File: src/hdl/dual_channel_fir_lowpass_unit_macros.svh
// ----------------------------------------------------------------------------
// Assertion macros for the dual-channel FIR low-pass unit
// Concurrent checks that compile away when SYNTH is defined.
// ----------------------------------------------------------------------------
`ifndef DUAL_CHANNEL_FIR_LOWPASS_UNIT_MACROS_SVH
`define DUAL_CHANNEL_FIR_LOWPASS_UNIT_MACROS_SVH

`ifndef SYNTH
// same-cycle implication
`define DCFL_ASSERT_IMP(lbl, clk, rst_n, ante, cons) \
	lbl: assert property (@(posedge clk) disable iff (!(rst_n)) (ante) |-> (cons)) \
		else $error("dcfl check failed");
// next-cycle implication
`define DCFL_ASSERT_NXT(lbl, clk, rst_n, ante, cons) \
	lbl: assert property (@(posedge clk) disable iff (!(rst_n)) (ante) |=> (cons)) \
		else $error("dcfl check failed");
`else
`define DCFL_ASSERT_IMP(lbl, clk, rst_n, ante, cons)
`define DCFL_ASSERT_NXT(lbl, clk, rst_n, ante, cons)
`endif

`endif

File: src/hdl/dcfl_pkg.sv
// ----------------------------------------------------------------------------
// dcfl_pkg
// Shared types, coefficient table and control structs of the FIR unit.
// ----------------------------------------------------------------------------
package dcfl_pkg;

	// coefficient table, unsigned Q0.16, symmetric low-pass
	localparam int COEF_TABLE_LEN = 51;
	localparam int TAP_IDX_W      = 7;   // enough for the largest tap count

	localparam logic [15:0] COEF_Q16 [COEF_TABLE_LEN] = '{
		16'd0,    16'd11,   16'd25,   16'd46,   16'd78,   16'd122,  16'd182,
		16'd261,  16'd360,  16'd481,  16'd623,  16'd787,  16'd970,  16'd1169,
		16'd1382, 16'd1603, 16'd1828, 16'd2051, 16'd2266, 16'd2468, 16'd2649,
		16'd2807, 16'd2934, 16'd3028, 16'd3086, 16'd3105, 16'd3086, 16'd3028,
		16'd2934, 16'd2807, 16'd2649, 16'd2468, 16'd2266, 16'd2051, 16'd1828,
		16'd1603, 16'd1382, 16'd1169, 16'd970,  16'd787,  16'd623,  16'd481,
		16'd360,  16'd261,  16'd182,  16'd122,  16'd78,   16'd46,   16'd25,
		16'd11,   16'd0
	};

	// taps past the end of the table weigh zero
	function automatic logic [15:0] coef_q16(input logic [TAP_IDX_W-1:0] idx);
		logic [15:0] c;
		c = '0;
		if (idx < TAP_IDX_W'(COEF_TABLE_LEN))
			c = COEF_Q16[idx[5:0]];
		return c;
	endfunction

	// sequencer states
	typedef enum logic [1:0] {
		ST_IDLE,
		ST_RUN,
		ST_FLUSH,
		ST_RESULT
	} fsm_state_t;

	// per-cycle control of the delay-line cells
	typedef struct packed {
		logic load;     // shift a new sample in at the head
		logic rotate;   // rotate the line one place toward the head
	} cell_ctrl_t;

	// per-cycle control of a multiply-accumulate lane
	typedef struct packed {
		logic clear;    // zero the accumulator
		logic mul;      // register a product this cycle
	} mac_ctrl_t;

endpackage

File: src/hdl/dcfl_in_if.sv
// ----------------------------------------------------------------------------
// dcfl_in_if
// Input channel: one sensor sample word with valid/ready handshake.
// ----------------------------------------------------------------------------
interface dcfl_in_if #(
	parameter int W = 16
);
	logic                valid;
	logic                ready;
	logic signed [W-1:0] ac_red;
	logic signed [W-1:0] dc_red;
	logic signed [W-1:0] ac_ir;
	logic signed [W-1:0] dc_ir;

	modport source (output valid, output ac_red, output dc_red, output ac_ir,
		output dc_ir, input ready);
	modport sink (input valid, input ac_red, input dc_red, input ac_ir,
		input dc_ir, output ready);
endinterface

File: src/hdl/dcfl_out_if.sv
// ----------------------------------------------------------------------------
// dcfl_out_if
// Output channel: one filtered result word with valid/ready handshake.
// ----------------------------------------------------------------------------
interface dcfl_out_if #(
	parameter int W = 16
);
	logic                valid;
	logic                ready;
	logic signed [W-1:0] filtered_ac_red;
	logic signed [W-1:0] dc_red_out;
	logic signed [W-1:0] filtered_ac_ir;
	logic signed [W-1:0] dc_ir_out;

	modport source (output valid, output filtered_ac_red, output dc_red_out,
		output filtered_ac_ir, output dc_ir_out, input ready);
	modport sink (input valid, input filtered_ac_red, input dc_red_out,
		input filtered_ac_ir, input dc_ir_out, output ready);
endinterface

File: src/hdl/dcfl_tap_cell.sv
// ----------------------------------------------------------------------------
// dcfl_tap_cell
// One delay-line slot holding a red and an infrared AC sample.
// ----------------------------------------------------------------------------
module dcfl_tap_cell #(
	parameter int W = 16
) (
	input  logic                clk,
	input  logic                arst_n,
	input  dcfl_pkg::cell_ctrl_t ctrl,
	input  logic signed [W-1:0] red_prev,   // from the head side
	input  logic signed [W-1:0] ir_prev,
	input  logic signed [W-1:0] red_next,   // from the tail side
	input  logic signed [W-1:0] ir_next,
	output logic signed [W-1:0] red,
	output logic signed [W-1:0] ir
);
	import dcfl_pkg::*;

	logic signed [W-1:0] red_q;
	logic signed [W-1:0] ir_q;

	// shift in on load, rotate toward the head while filtering
	always_ff @(posedge clk or negedge arst_n) begin
		if (!arst_n) begin
			red_q <= '0;
			ir_q  <= '0;
		end else if (ctrl.load) begin
			red_q <= red_prev;
			ir_q  <= ir_prev;
		end else if (ctrl.rotate) begin
			red_q <= red_next;
			ir_q  <= ir_next;
		end
	end

	assign red = red_q;
	assign ir  = ir_q;
endmodule

File: src/hdl/dcfl_mac.sv
// ----------------------------------------------------------------------------
// dcfl_mac
// Multiply-accumulate lane with round-half-up and saturation to sample width.
// ----------------------------------------------------------------------------
module dcfl_mac #(
	parameter int SAMPLE_BITS = 16,
	parameter int COEF_BITS   = 16
) (
	input  logic                          clk,
	input  logic                          arst_n,
	input  dcfl_pkg::mac_ctrl_t           ctrl,
	input  logic signed [SAMPLE_BITS-1:0] sample,
	input  logic        [COEF_BITS-1:0]   coef,
	output logic signed [SAMPLE_BITS-1:0] result
);
	import dcfl_pkg::*;

	localparam int PROD_W = SAMPLE_BITS + COEF_BITS + 1;
	localparam int ACC_W  = SAMPLE_BITS + COEF_BITS + 8;
	localparam logic signed [ACC_W-1:0] HI  = ACC_W'((64'sd1 <<< (SAMPLE_BITS-1)) - 64'sd1);
	localparam logic signed [ACC_W-1:0] LO  = -HI - ACC_W'(1);
	localparam logic signed [ACC_W-1:0] RND = ACC_W'(64'sd1 <<< (COEF_BITS-1));

	logic signed [PROD_W-1:0] prod_s1;
	logic                     prod_vld_s1;
	logic signed [ACC_W-1:0]  acc_q;
	logic signed [ACC_W-1:0]  rnd_sum;
	logic signed [ACC_W-1:0]  quot;

	// product register; coefficient is unsigned, widened by a zero bit
	always_ff @(posedge clk) begin
		prod_s1 <= PROD_W'(sample) * PROD_W'($signed({1'b0, coef}));
	end

	always_ff @(posedge clk or negedge arst_n) begin
		if (!arst_n)
			prod_vld_s1 <= 1'b0;
		else
			prod_vld_s1 <= ctrl.mul;
	end

	// accumulator
	always_ff @(posedge clk) begin
		if (ctrl.clear)
			acc_q <= '0;
		else if (prod_vld_s1)
			acc_q <= acc_q + ACC_W'(prod_s1);
	end

	// round half up (floor after adding half), then clamp
	always_comb begin
		rnd_sum = acc_q + RND;
		quot    = rnd_sum >>> COEF_BITS;
		if (quot > HI)
			result = HI[SAMPLE_BITS-1:0];
		else if (quot < LO)
			result = LO[SAMPLE_BITS-1:0];
		else
			result = quot[SAMPLE_BITS-1:0];
	end
endmodule

File: src/hdl/dual_channel_fir_lowpass_unit.sv
// ----------------------------------------------------------------------------
// dual_channel_fir_lowpass_unit
// Red/infrared 51-tap symmetric low-pass FIR with DC pass-through.
// ----------------------------------------------------------------------------
// Each input word carries red and infrared AC and DC samples. The AC samples
// are shifted into a row of TAP_COUNT delay cells; the row then rotates one
// place per cycle past a single multiply-accumulate lane per channel. A new
// word is accepted only once the last one is through its pass: acceptance,
// one product per tap, a step that drains the product register and one that
// moves the rounded, saturated result into the output register. The output
// register holds a finished word while the next one is filtered; if that
// word is still not taken when the next result is ready, the unit waits and
// the input stalls. The DC samples of a word come back unchanged with its
// filtered AC values. The delay line starts at zero after reset.
module dual_channel_fir_lowpass_unit #(
	parameter int TAP_COUNT   = 51,
	parameter int SAMPLE_BITS = 16,
	parameter int COEF_BITS   = 16
) (
	input  logic        clk,
	input  logic        arst_n,
	dcfl_in_if.sink     in_ch,
	dcfl_out_if.source  out_ch
);
	import dcfl_pkg::*;

	`include "dual_channel_fir_lowpass_unit_macros.svh"

	localparam int CNT_W = $clog2(TAP_COUNT);
	localparam logic [CNT_W-1:0] CNT_LAST = CNT_W'(TAP_COUNT - 1);

	fsm_state_t state_q;
	fsm_state_t state_nxt;
	logic [CNT_W-1:0] cnt_q;

	logic in_accept;
	logic out_load;
	cell_ctrl_t cell_ctrl;
	mac_ctrl_t  mac_ctrl;

	logic signed [SAMPLE_BITS-1:0] red_tap [TAP_COUNT];
	logic signed [SAMPLE_BITS-1:0] ir_tap  [TAP_COUNT];

	logic [15:0]           coef_raw;
	logic [COEF_BITS-1:0]  coef;

	logic signed [SAMPLE_BITS-1:0] red_res;
	logic signed [SAMPLE_BITS-1:0] ir_res;

	logic signed [SAMPLE_BITS-1:0] dc_red_q;
	logic signed [SAMPLE_BITS-1:0] dc_ir_q;

	logic                          out_valid_q;
	logic signed [SAMPLE_BITS-1:0] out_red_q;
	logic signed [SAMPLE_BITS-1:0] out_dc_red_q;
	logic signed [SAMPLE_BITS-1:0] out_ir_q;
	logic signed [SAMPLE_BITS-1:0] out_dc_ir_q;

	assign in_accept = in_ch.valid && in_ch.ready;

	// next state
	always_comb begin
		state_nxt = state_q;
		case (state_q)
			ST_IDLE: begin
				if (in_ch.valid)
					state_nxt = ST_RUN;
			end
			ST_RUN: begin
				if (cnt_q == CNT_LAST)
					state_nxt = ST_FLUSH;
			end
			ST_FLUSH: begin
				state_nxt = ST_RESULT;
			end
			ST_RESULT: begin
				if (!out_valid_q || out_ch.ready)
					state_nxt = ST_IDLE;
			end
			default: begin
				state_nxt = ST_IDLE;
			end
		endcase
	end

	// control outputs
	always_comb begin
		in_ch.ready      = (state_q == ST_IDLE);
		cell_ctrl.load   = in_accept;
		cell_ctrl.rotate = (state_q == ST_RUN);
		mac_ctrl.clear   = in_accept;
		mac_ctrl.mul     = (state_q == ST_RUN);
		out_load         = (state_q == ST_RESULT) && (!out_valid_q || out_ch.ready);
	end

	// state and tap counter
	always_ff @(posedge clk or negedge arst_n) begin
		if (!arst_n) begin
			state_q <= ST_IDLE;
			cnt_q   <= '0;
		end else begin
			state_q <= state_nxt;
			if (state_q == ST_RUN)
				cnt_q <= (cnt_q == CNT_LAST) ? '0 : cnt_q + CNT_W'(1);
		end
	end

	// delay line: head takes the new word, tail wraps to the head on rotate
	for (genvar i = 0; i < TAP_COUNT; i++) begin : g_cell
		logic signed [SAMPLE_BITS-1:0] red_prev;
		logic signed [SAMPLE_BITS-1:0] ir_prev;
		logic signed [SAMPLE_BITS-1:0] red_next;
		logic signed [SAMPLE_BITS-1:0] ir_next;

		if (i == 0) begin : g_head
			assign red_prev = in_ch.ac_red;
			assign ir_prev  = in_ch.ac_ir;
		end else begin : g_body
			assign red_prev = red_tap[i-1];
			assign ir_prev  = ir_tap[i-1];
		end

		if (i == TAP_COUNT - 1) begin : g_tail
			assign red_next = red_tap[0];
			assign ir_next  = ir_tap[0];
		end else begin : g_link
			assign red_next = red_tap[i+1];
			assign ir_next  = ir_tap[i+1];
		end

		dcfl_tap_cell #(
			.W (SAMPLE_BITS)
		) u_cell (
			.clk      (clk),
			.arst_n   (arst_n),
			.ctrl     (cell_ctrl),
			.red_prev (red_prev),
			.ir_prev  (ir_prev),
			.red_next (red_next),
			.ir_next  (ir_next),
			.red      (red_tap[i]),
			.ir       (ir_tap[i])
		);
	end

	// coefficient for the tap now at the head, rescaled to COEF_BITS
	assign coef_raw = coef_q16(TAP_IDX_W'(cnt_q));

	if (COEF_BITS >= 16) begin : g_coef_wide
		assign coef = COEF_BITS'(coef_raw) << (COEF_BITS - 16);
	end else begin : g_coef_narrow
		localparam int SH = 16 - COEF_BITS;
		logic [16:0] coef_rnd;
		assign coef_rnd = {1'b0, coef_raw} + 17'(1 << (SH - 1));
		assign coef     = COEF_BITS'(coef_rnd >> SH);
	end

	dcfl_mac #(
		.SAMPLE_BITS (SAMPLE_BITS),
		.COEF_BITS   (COEF_BITS)
	) u_mac_red (
		.clk    (clk),
		.arst_n (arst_n),
		.ctrl   (mac_ctrl),
		.sample (red_tap[0]),
		.coef   (coef),
		.result (red_res)
	);

	dcfl_mac #(
		.SAMPLE_BITS (SAMPLE_BITS),
		.COEF_BITS   (COEF_BITS)
	) u_mac_ir (
		.clk    (clk),
		.arst_n (arst_n),
		.ctrl   (mac_ctrl),
		.sample (ir_tap[0]),
		.coef   (coef),
		.result (ir_res)
	);

	// DC levels of the word in flight
	always_ff @(posedge clk) begin
		if (in_accept) begin
			dc_red_q <= in_ch.dc_red;
			dc_ir_q  <= in_ch.dc_ir;
		end
	end

	// output register
	always_ff @(posedge clk or negedge arst_n) begin
		if (!arst_n)
			out_valid_q <= 1'b0;
		else if (out_load)
			out_valid_q <= 1'b1;
		else if (out_ch.ready)
			out_valid_q <= 1'b0;
	end

	always_ff @(posedge clk) begin
		if (out_load) begin
			out_red_q    <= red_res;
			out_dc_red_q <= dc_red_q;
			out_ir_q     <= ir_res;
			out_dc_ir_q  <= dc_ir_q;
		end
	end

	assign out_ch.valid           = out_valid_q;
	assign out_ch.filtered_ac_red = out_red_q;
	assign out_ch.dc_red_out      = out_dc_red_q;
	assign out_ch.filtered_ac_ir  = out_ir_q;
	assign out_ch.dc_ir_out       = out_dc_ir_q;

	// a new word starts its pass at the first tap
	`DCFL_ASSERT_NXT(a_start_at_head, clk, arst_n, in_accept, (state_q == ST_RUN) && (cnt_q == '0))
	// the line has rotated back into place once the pass ends
	`DCFL_ASSERT_IMP(a_line_home, clk, arst_n, (state_q == ST_FLUSH) || (state_q == ST_RESULT), cnt_q == '0)
	// a finished result waits while the output word is not taken
	`DCFL_ASSERT_NXT(a_result_waits, clk, arst_n, (state_q == ST_RESULT) && out_valid_q && !out_ch.ready, (state_q == ST_RESULT) && out_valid_q)
endmodule
File: src/flat_wrapper.sv
// flat-port wrapper written by rule: the top's interface ports become plain ports
module dual_channel_fir_lowpass_unit_flat import dcfl_pkg::*;
#(
	parameter int TAP_COUNT   = 51,
	parameter int SAMPLE_BITS = 16,
	parameter int COEF_BITS   = 16
)
  (clk, arst_n, in_ch_valid, in_ch_ac_red, in_ch_dc_red, in_ch_ac_ir, in_ch_dc_ir, in_ch_ready, out_ch_valid, out_ch_filtered_ac_red, out_ch_dc_red_out, out_ch_filtered_ac_ir, out_ch_dc_ir_out, out_ch_ready);
  dcfl_in_if in_ch_i ();
  dcfl_out_if out_ch_i ();
  input  logic clk;
  input  logic arst_n;
  input wire logic [$bits(in_ch_i.valid)-1:0] in_ch_valid;
  input wire logic [$bits(in_ch_i.ac_red)-1:0] in_ch_ac_red;
  input wire logic [$bits(in_ch_i.dc_red)-1:0] in_ch_dc_red;
  input wire logic [$bits(in_ch_i.ac_ir)-1:0] in_ch_ac_ir;
  input wire logic [$bits(in_ch_i.dc_ir)-1:0] in_ch_dc_ir;
  output wire logic [$bits(in_ch_i.ready)-1:0] in_ch_ready;
  output wire logic [$bits(out_ch_i.valid)-1:0] out_ch_valid;
  output wire logic [$bits(out_ch_i.filtered_ac_red)-1:0] out_ch_filtered_ac_red;
  output wire logic [$bits(out_ch_i.dc_red_out)-1:0] out_ch_dc_red_out;
  output wire logic [$bits(out_ch_i.filtered_ac_ir)-1:0] out_ch_filtered_ac_ir;
  output wire logic [$bits(out_ch_i.dc_ir_out)-1:0] out_ch_dc_ir_out;
  input wire logic [$bits(out_ch_i.ready)-1:0] out_ch_ready;
  assign in_ch_i.valid = in_ch_valid;
  assign in_ch_i.ac_red = in_ch_ac_red;
  assign in_ch_i.dc_red = in_ch_dc_red;
  assign in_ch_i.ac_ir = in_ch_ac_ir;
  assign in_ch_i.dc_ir = in_ch_dc_ir;
  assign in_ch_ready = in_ch_i.ready;
  assign out_ch_valid = out_ch_i.valid;
  assign out_ch_filtered_ac_red = out_ch_i.filtered_ac_red;
  assign out_ch_dc_red_out = out_ch_i.dc_red_out;
  assign out_ch_filtered_ac_ir = out_ch_i.filtered_ac_ir;
  assign out_ch_dc_ir_out = out_ch_i.dc_ir_out;
  assign out_ch_i.ready = out_ch_ready;
  dual_channel_fir_lowpass_unit #(.TAP_COUNT(TAP_COUNT), .SAMPLE_BITS(SAMPLE_BITS), .COEF_BITS(COEF_BITS)) u_core (.clk(clk), .arst_n(arst_n), .in_ch(in_ch_i), .out_ch(out_ch_i));
endmodule
File: config.mk
export PLATFORM = sky130hd
export DESIGN_NAME = dual_channel_fir_lowpass_unit_flat
export DESIGN_NICKNAME = d
export VERILOG_FILES = /design/src/hdl/dcfl_pkg.sv /design/src/hdl/dcfl_in_if.sv /design/src/hdl/dcfl_out_if.sv /design/src/hdl/dcfl_tap_cell.sv /design/src/hdl/dcfl_mac.sv /design/src/hdl/dual_channel_fir_lowpass_unit.sv /design/src/flat_wrapper.sv
export VERILOG_INCLUDE_DIRS = /design/src /design/src/hdl
export SDC_FILE = /design/constraint.sdc
export NUM_CORES = 2
export LEC_CHECK = 0
export BUFFER_PORTS_ARGS = -buffer_cell sky130_fd_sc_hd__buf_2
export CAP_MARGIN = 20
export CORE_UTILIZATION = 57
export CTS_BUF_LIST = sky130_fd_sc_hd__clkbuf_8 sky130_fd_sc_hd__clkbuf_16
export DETAILED_ROUTE_END_ITERATION = 10
export PLACE_DENSITY = 0.7
export SLEW_MARGIN = 0
export SYNTH_ARGS = -nofsm -noshare
export SYNTH_HDL_FRONTEND = slang
export SYNTH_SLANG_ARGS = --single-unit
File: constraint.sdc
create_clock -name clk -period 10.7 [get_ports clk]
set_input_delay 1.07 -clock clk [delete_from_list [all_inputs] [get_ports clk]]
set_output_delay 1.07 -clock clk [all_outputs]
set_load 0.1 [all_outputs]
Word level (Yosys, flattened, before mapping)
Memory sizes are Yosys's and may differ from the RTL's.
Cells that the tools add are included.
{"block": "totals", "regBits": 1884, "mem_bits_ro": 1024, "in_bits": 68, "memories": 1}
{"block": "classes", "n_addsub": 5, "mul": 2, "order_cmp": 6, "n_eq_ne": 7, "mux": 216, "bitwise": 1, "n_reduce_logical": 8}
{"memory": "(name not given)", "words": 64, "width": 16, "rd": 1, "rd_ports_with_merged_regs": 0, "wr": 0, "line": "dcfl_pkg.sv:27", "rtl": "c = COEF_Q16[idx[5:0]];"}
{"op": "two-way mux 16 bit", "n": 209}
{"op": "adder 40 x 17 -> 40 bit (second input constant)", "n": 2}
{"op": "adder 40 x 33 -> 40 bit", "n": 2}
{"op": "multiplier 16 x 17 -> 33 bit", "n": 2}
{"op": "> comparator 24 x 16 -> 1 bit (second input constant)", "n": 2}
{"op": "< comparator 24 x 16 -> 1 bit (second input constant)", "n": 2}
{"op": "one-hot mux 2 bit (4 select lines)", "n": 1}
{"op": ">= comparator 7 bit (second input constant)", "n": 1}
{"op": "NOT 6 -> 7 bit", "n": 1}
{"op": "adder 6 x 1 -> 6 bit (second input constant)", "n": 1}
{"op": "== test 6 bit (second input constant)", "n": 1}
{"op": "< comparator 6 bit (second input constant)", "n": 1}
{"op": "two-way mux 2 bit", "n": 3}
{"op": "two-way mux 6 bit", "n": 1}
{"op": "== test 2 bit (second input constant)", "n": 2}
{"op": "!= test 2 bit (second input constant)", "n": 2}
{"op": "nonzero test 2 bit", "n": 2}
{"op": "AND reduction 3 bit", "n": 1}
{"op": "== test 2 x 1 -> 1 bit (second input constant)", "n": 1}
{"op": "logical AND 1 bit", "n": 2}
{"op": "logical NOT 2 bit", "n": 1}
{"op": "two-way mux 1 bit", "n": 2}
{"op": "!= test 2 x 1 -> 1 bit (second input constant)", "n": 1}
{"op": "logical NOT 1 bit", "n": 1}
{"op": "logical OR 1 bit", "n": 1}

Logic depth before layout (Yosys ltp)
{"block": "logic_depth", "depth_word": 6, "mapped_depth": 33, "ltp_nobuf": 31}

Cells and area by module
A second synthesis with hierarchy kept.
{"block": "unflattened", "cells_unflattened": 10619, "hier_area_um2": 109147.2}
{"module": "dcfl_tap_cell", "instances": 51, "cells_each": 139, "area_each_um2": 1512.7, "seq_area_each_um2": 800.8}
{"module": "dcfl_mac at u_core.u_mac_ir", "instances": 1, "cells_each": 1644, "area_each_um2": 13933.4, "seq_area_each_um2": 1486.4}
{"module": "dcfl_mac at u_core.u_mac_red", "instances": 1, "cells_each": 1585, "area_each_um2": 13573.0, "seq_area_each_um2": 1486.4}
{"module": "dual_channel_fir_lowpass_unit", "instances": 1, "cells_each": 301, "area_each_um2": 4493.1, "seq_area_each_um2": 3108.0}

Worst setup path before layout
Ideal clock, no wire load.
{"block": "synth_timing", "path_type": "reg-to-reg", "from": "reg u_core.cnt_q[1]", "to": "reg u_core.u_mac_red.prod_s1[32]", "arrival_time_ns": 7.609, "required_ns": 10.628, "setup_slack_ns": 3.018, "path_stages_with_launch": 34, "synth_period_minus_slack_ns": 7.682, "cell_sequence": "dfrtp_1 -> clkbuf_1 -> inv_1 -> ha_1 -> clkbuf_1 -> nor2_1 -> nor3_1 -> a21oi_1 -> a21oi_1 -> a21oi_1 -> a31oi_1 -> clkbuf_1 -> nand2_1 -> fa_1 -> inv_1 -> fa_1 -> inv_1 -> fa_1 -> inv_1 -> fa_1 -> fa_1 -> inv_1 -> fa_1 -> inv_1 -> ha_1 -> a41oi_1 -> o21ai_1 -> a21o_1 -> a21oi_1 -> o21ai_1 -> a2111oi_2 -> nor3_1 -> a2111oi_2 -> xnor2_1"}
{"block": "synth_between", "elab_chain_cells": 6}
{"element": "from (decl)", "line": "dual_channel_fir_lowpass_unit.sv:34", "rtl": "logic [CNT_W-1:0] cnt_q;"}
{"element": "from (signal assigned)", "line": "dual_channel_fir_lowpass_unit.sv:104", "rtl": "cnt_q <= (cnt_q == CNT_LAST) ? '0 : cnt_q + CNT_W'(1);"}
{"element": "NOT 6 -> 7 bit (not written as such)", "line": "dcfl_pkg.sv:27"}
{"element": "memory read (64 x 16 bit)"}
{"element": "two-way mux 16 bit (not written as such) (2 in series)", "line": "dcfl_pkg.sv:27"}
{"element": "two-way mux 16 bit *", "line": "dcfl_pkg.sv:26", "rtl": "if (idx < TAP_IDX_W'(COEF_TABLE_LEN))"}
{"element": "multiplier 16 x 17 -> 33 bit *", "line": "dcfl_mac.sv:32", "rtl": "prod_s1 <= PROD_W'(sample) * PROD_W'($signed({1'b0, coef}));"}
{"element": "to (signal assigned)", "line": "dcfl_mac.sv:32"}
{"element": "to (decl)", "line": "dcfl_mac.sv:24", "rtl": "logic signed [PROD_W-1:0] prod_s1;"}
Every way passes the cells marked *; elsewhere a longest branch is shown, timed or not. The select of a mux whose other input is x is not followed.
A chain may end at the register's enable or synchronous reset.

Worst setup path in the final report
{"block": "layout_timing", "from": "reg u_core.cnt_q[1]", "to": "reg u_core.u_mac_red.prod_s1[29]"}
Same word-level chain as after synthesis.

==> impl_results.md <==
- Run status: finished, final reports clean
- Final core utilization: about 63%
- WP buf/inv: 7
- Crit share post-route: around 80%
- Net count after synthesis: ~11,000
- R2r worst-path depth: 30
- Crit path time final: ~8700 ps
- Ys Warns: 0
- GR Util met2: about 36%
- Total Wirelength: approximately 210,000 µm
- CTS tree: done
- Count of input and output buffers: about 130
- Max_slew headroom: a little under a fifth
- Critical path data required time: about 11,000 ps
- Worst path slowest cell: a211oi_4
- RSZ-0062 raised after global routing: no
- Largest net degree at the start of global routing: 320
- Root Buffer: clkbuf_16
- Detailed Route Iter0 Violations: just over 5,000
- # IOs: between 100 and 150
- Max Transition Viols Final: 0
- 1st-pass router iterations: 6
- Filler cells: about 15,000
- Reg2reg setup slack: about 2000 ps
- Post-detail-place hpwl: ~140,000 µm
- Vias: ~70,000
- Grt peak-use layer: met2
- Unique masters post-synth: 96
- Reg area: between 40,000 and 50,000 µm²
- Worst R2R End: u_core.u_mac_red.prod_s1[29]
- Vias per cell: ~5.6
- Core area: approximately 180,000 µm²
- Die Area: roughly 180,000 µm²
- Synth Area per Inst: roughly 10 µm²
- Layout area overhead: 8.67%
- H-tree depth: 4
- RR Startpoint: u_core.cnt_q[1]
- Final nets: around 11,000
- GR Overflow Total: 0
- Worst-margin pin slew: between 1000 and 1500 ps
- Final hold violation count: 0
- Share of layout cells above drive strength 1: 5.91%
- Final instance area: between 100,000 and 150,000 µm²
- Number of max-cap violations: 0
- Clock Latency Late Sink: about 840 ps
- Maximum clock rate: between 0.1 and 0.15 GHz
- Crit path kind: reg -> reg
- Finish-stage setup viols: 0
- Row cnt: between 150 and 200
- Total track usage: a little under a quarter
- Initial Utilization: 57.6%
- CP endpoint kind: flop
- Area of the multi-input gates: 50,900 µm²
- Initial antenna violation count: 4
- Worst EP arrival: 9470 ps
- CP Max Fanout: 14
- EDFF count, synth: 96
- Synth Flop Type: dfrtp_1
- First-pass GRT wire length: 351,000 µm
- Total CTS buffers: roughly 200
- Cells after Synth: around 10,000
- Post-Syn Area: 102,000 µm²
- Worst Setup Slack, final: 1980 ps
- Post-cts repair resize count: 0
- Worst-path clk slew: 60 ps
- Setup bufs post-CTS: 0
- Vias in the first global route: around 68,000
- Post-synth ARST share: roughly 87%
- Synth Register Bits: between 1,500 and 2,000
- Largest stage delay, worst path: roughly 800 ps
- Worst setup SP type: flop
- Chip Width: approximately 420 µm
- # hold bufs at CTS: 0
- Global routing usage on met1: between 30% and 40%
- Routability cong.: about 0.9
- TNS Setup: 0 ps
- Clock skew: 36.4 ps
- Post-route ant nets: 0
- Post-place setup slack: around 2000 ps
- Max Root-Sink Buffers: 3
- Post-DR wirelength/cell: between 15 and 20 µm
- Hold crit path type: in -> async
- Placed Area: approximately 100,000 µm²
- Die height: between 400 and 500 µm
- Seq/Total Area, Yosys: 46.0%
- CTS sink count: 1,884
- Residual DRC: 0
- Worst path top cell family by delay: adder cells
- Met3 Resource Use GR: 3.54%
state kept, by name, summed over array words and instances (netlist names):
name / cells
u_core.u_mac_ir.acc_q: 40
u_core.u_mac_red.acc_q: 40
u_core.state_q: 2
u_core.g_cell.u_cell.red: 816
u_core.dc_ir_q: 16
u_core.out_ch.dc_red_out: 16
u_core.u_mac_ir.prod_s1: 33
u_core.g_cell.u_cell.ir: 816
u_core.u_mac_red.prod_s1: 33
u_core.out_ch.dc_ir_out: 16
u_core.cnt_q: 6
u_core.dc_red_q: 16
u_core.u_mac_red.prod_vld_s1: 1
u_core.out_ch.filtered_ac_ir: 16
u_core.out_ch.filtered_ac_red: 16
u_core.out_ch.valid: 1
kinds of logic after synthesis:
group                      count (synthesis)  synth area share [%]
and+or+nand+nor                         2570                  10.7
xor gates and xnor gates                 143                  1.23
adders and majority gates                619                  9.65
DFF                                     1884                  46.0
AOI/OAI and AO/OA                       2224                  11.9
buffers and inverters                   1098                  4.07
muxes                                   1676                  16.5
cell type report:
cell class | count | area share (%)
clock inverters | 119 | 0.985
flip-flops and latches | 1884 | 42.4
clock buffers | 245 | 5.10
repair buffers | 217 | 1.51
diodes | 1 | 0.00226
multi-input cells | 7232 | 46.0
inverters | 417 | 1.42
well taps | 2340 | 2.64
per-stage QoR:
stage          std cells  hold WS, ps
4_1_cts            12500          220
5_1_grt            12500          265
2_1_floorplan      10200          400
3_5_place_dp       12100          405
6_report           12500          237
3_3_place_gp       12100          401
cells in the mapped netlist (23+ instances only):
| master | instances | area [µm²] |
|---|---|---|
| clkbuf_1 | 660 | 2480 |
| xnor2_1 | 87 | 762 |
| nand2b_1 | 39 | 244 |
| dfrtp_1 | 1642 | 41100 |
| a21o_1 | 78 | 586 |
| and2_1 | 196 | 1230 |
| a21oi_1 | 144 | 721 |
| ha_1 | 341 | 4270 |
| fa_1 | 278 | 5570 |
| o21ai_0 | 1741 | 8710 |
| nor2_1 | 156 | 586 |
| nand2_1 | 1923 | 7220 |
| mux2i_1 | 1673 | 16700 |
| nand4_1 | 29 | 181 |
| nor2b_1 | 45 | 282 |
| and3_1 | 23 | 144 |
| a211oi_1 | 31 | 233 |
| nor3_1 | 29 | 145 |
| xor2_1 | 56 | 490 |
| edfxtp_1 | 96 | 2880 |
| a31oi_1 | 30 | 188 |
| o21ai_1 | 25 | 125 |
| nand3_1 | 71 | 355 |
| inv_1 | 414 | 1550 |
| dfxtp_1 | 146 | 2920 |
worst max-delay path by stage:
stage | from | end | depth (start not counted)
6_report | u_core.cnt_q[1] | u_core.u_mac_red.prod_s1[29] | 30
5_1_grt | u_core.cnt_q[0] | u_core.u_mac_red.prod_s1[29] | 30
4_1_cts | u_core.cnt_q[1] | u_core.u_mac_red.prod_s1[27] | 30
3_5_place_dp | u_core.cnt_q[1] | u_core.u_mac_red.prod_s1[32] | 30
3_3_place_gp | u_core.cnt_q[1] | u_core.u_mac_red.prod_s1[32] | 31
2_1_floorplan | u_core.cnt_q[1] | u_core.u_mac_red.prod_s1[32] | 33
worst register-to-register path: cells and delay by family, from the launching register on:
| family | cells | cell delay, ps |
|---|---|---|
| AOI/OAI and AO/OA | 11 | 2870 |
| xor gates and xnor gates | 1 | 140 |
| buffers and inverters | 7 | 910 |
| and+or+nand+nor | 3 | 310 |
| DFF | 1 | 670 |
| adders and majority gates | 8 | 3730 |
cell usage in the layout (no fill, tap or decap), types with 11 or more instances in the layout:
master	netlist	layout
a31oi_1	30	29
o22ai_1	13	13
buf_2	8	132
o211ai_1	15	15
o21ai_1	25	25
fa_1	278	278
and2_1	196	195
nand2_1	1923	1923
a211oi_1	31	30
clkbuf_8	0	43
buf_4	1	57
nor3_1	29	29
clkinv_2	0	29
ha_1	341	340
bufinv_16	0	17
a21oi_1	144	141
edfxtp_1	96	96
o21bai_1	21	21
o21a_1	22	22
mux2i_1	1673	1673
xnor2_1	87	87
a21o_1	78	78
buf_12	0	25
nand2b_1	39	39
nor2b_1	45	45
inv_1	414	459
xor2_1	56	56
dfxtp_1	146	146
nand4_1	29	29
nand3_1	71	71
nor2_1	156	155
and3_1	23	23
o21ai_0	1741	1740
clkbuf_16	0	202
or3_1	11	11
dfrtp_1	1642	1641
per-layer routing:
metal | part of all wire, % | wire length (µm)
met1 | 48 | 99900
met2 | 45 | 94400
met3 | 4.0 | 8400
met4 | 2.9 | 6140
met5 | 0.0038 | 8
Power is left out: the tool's default activity adds up to more than one toggle a clock period on the data nets, which glitch-free logic cannot reach.
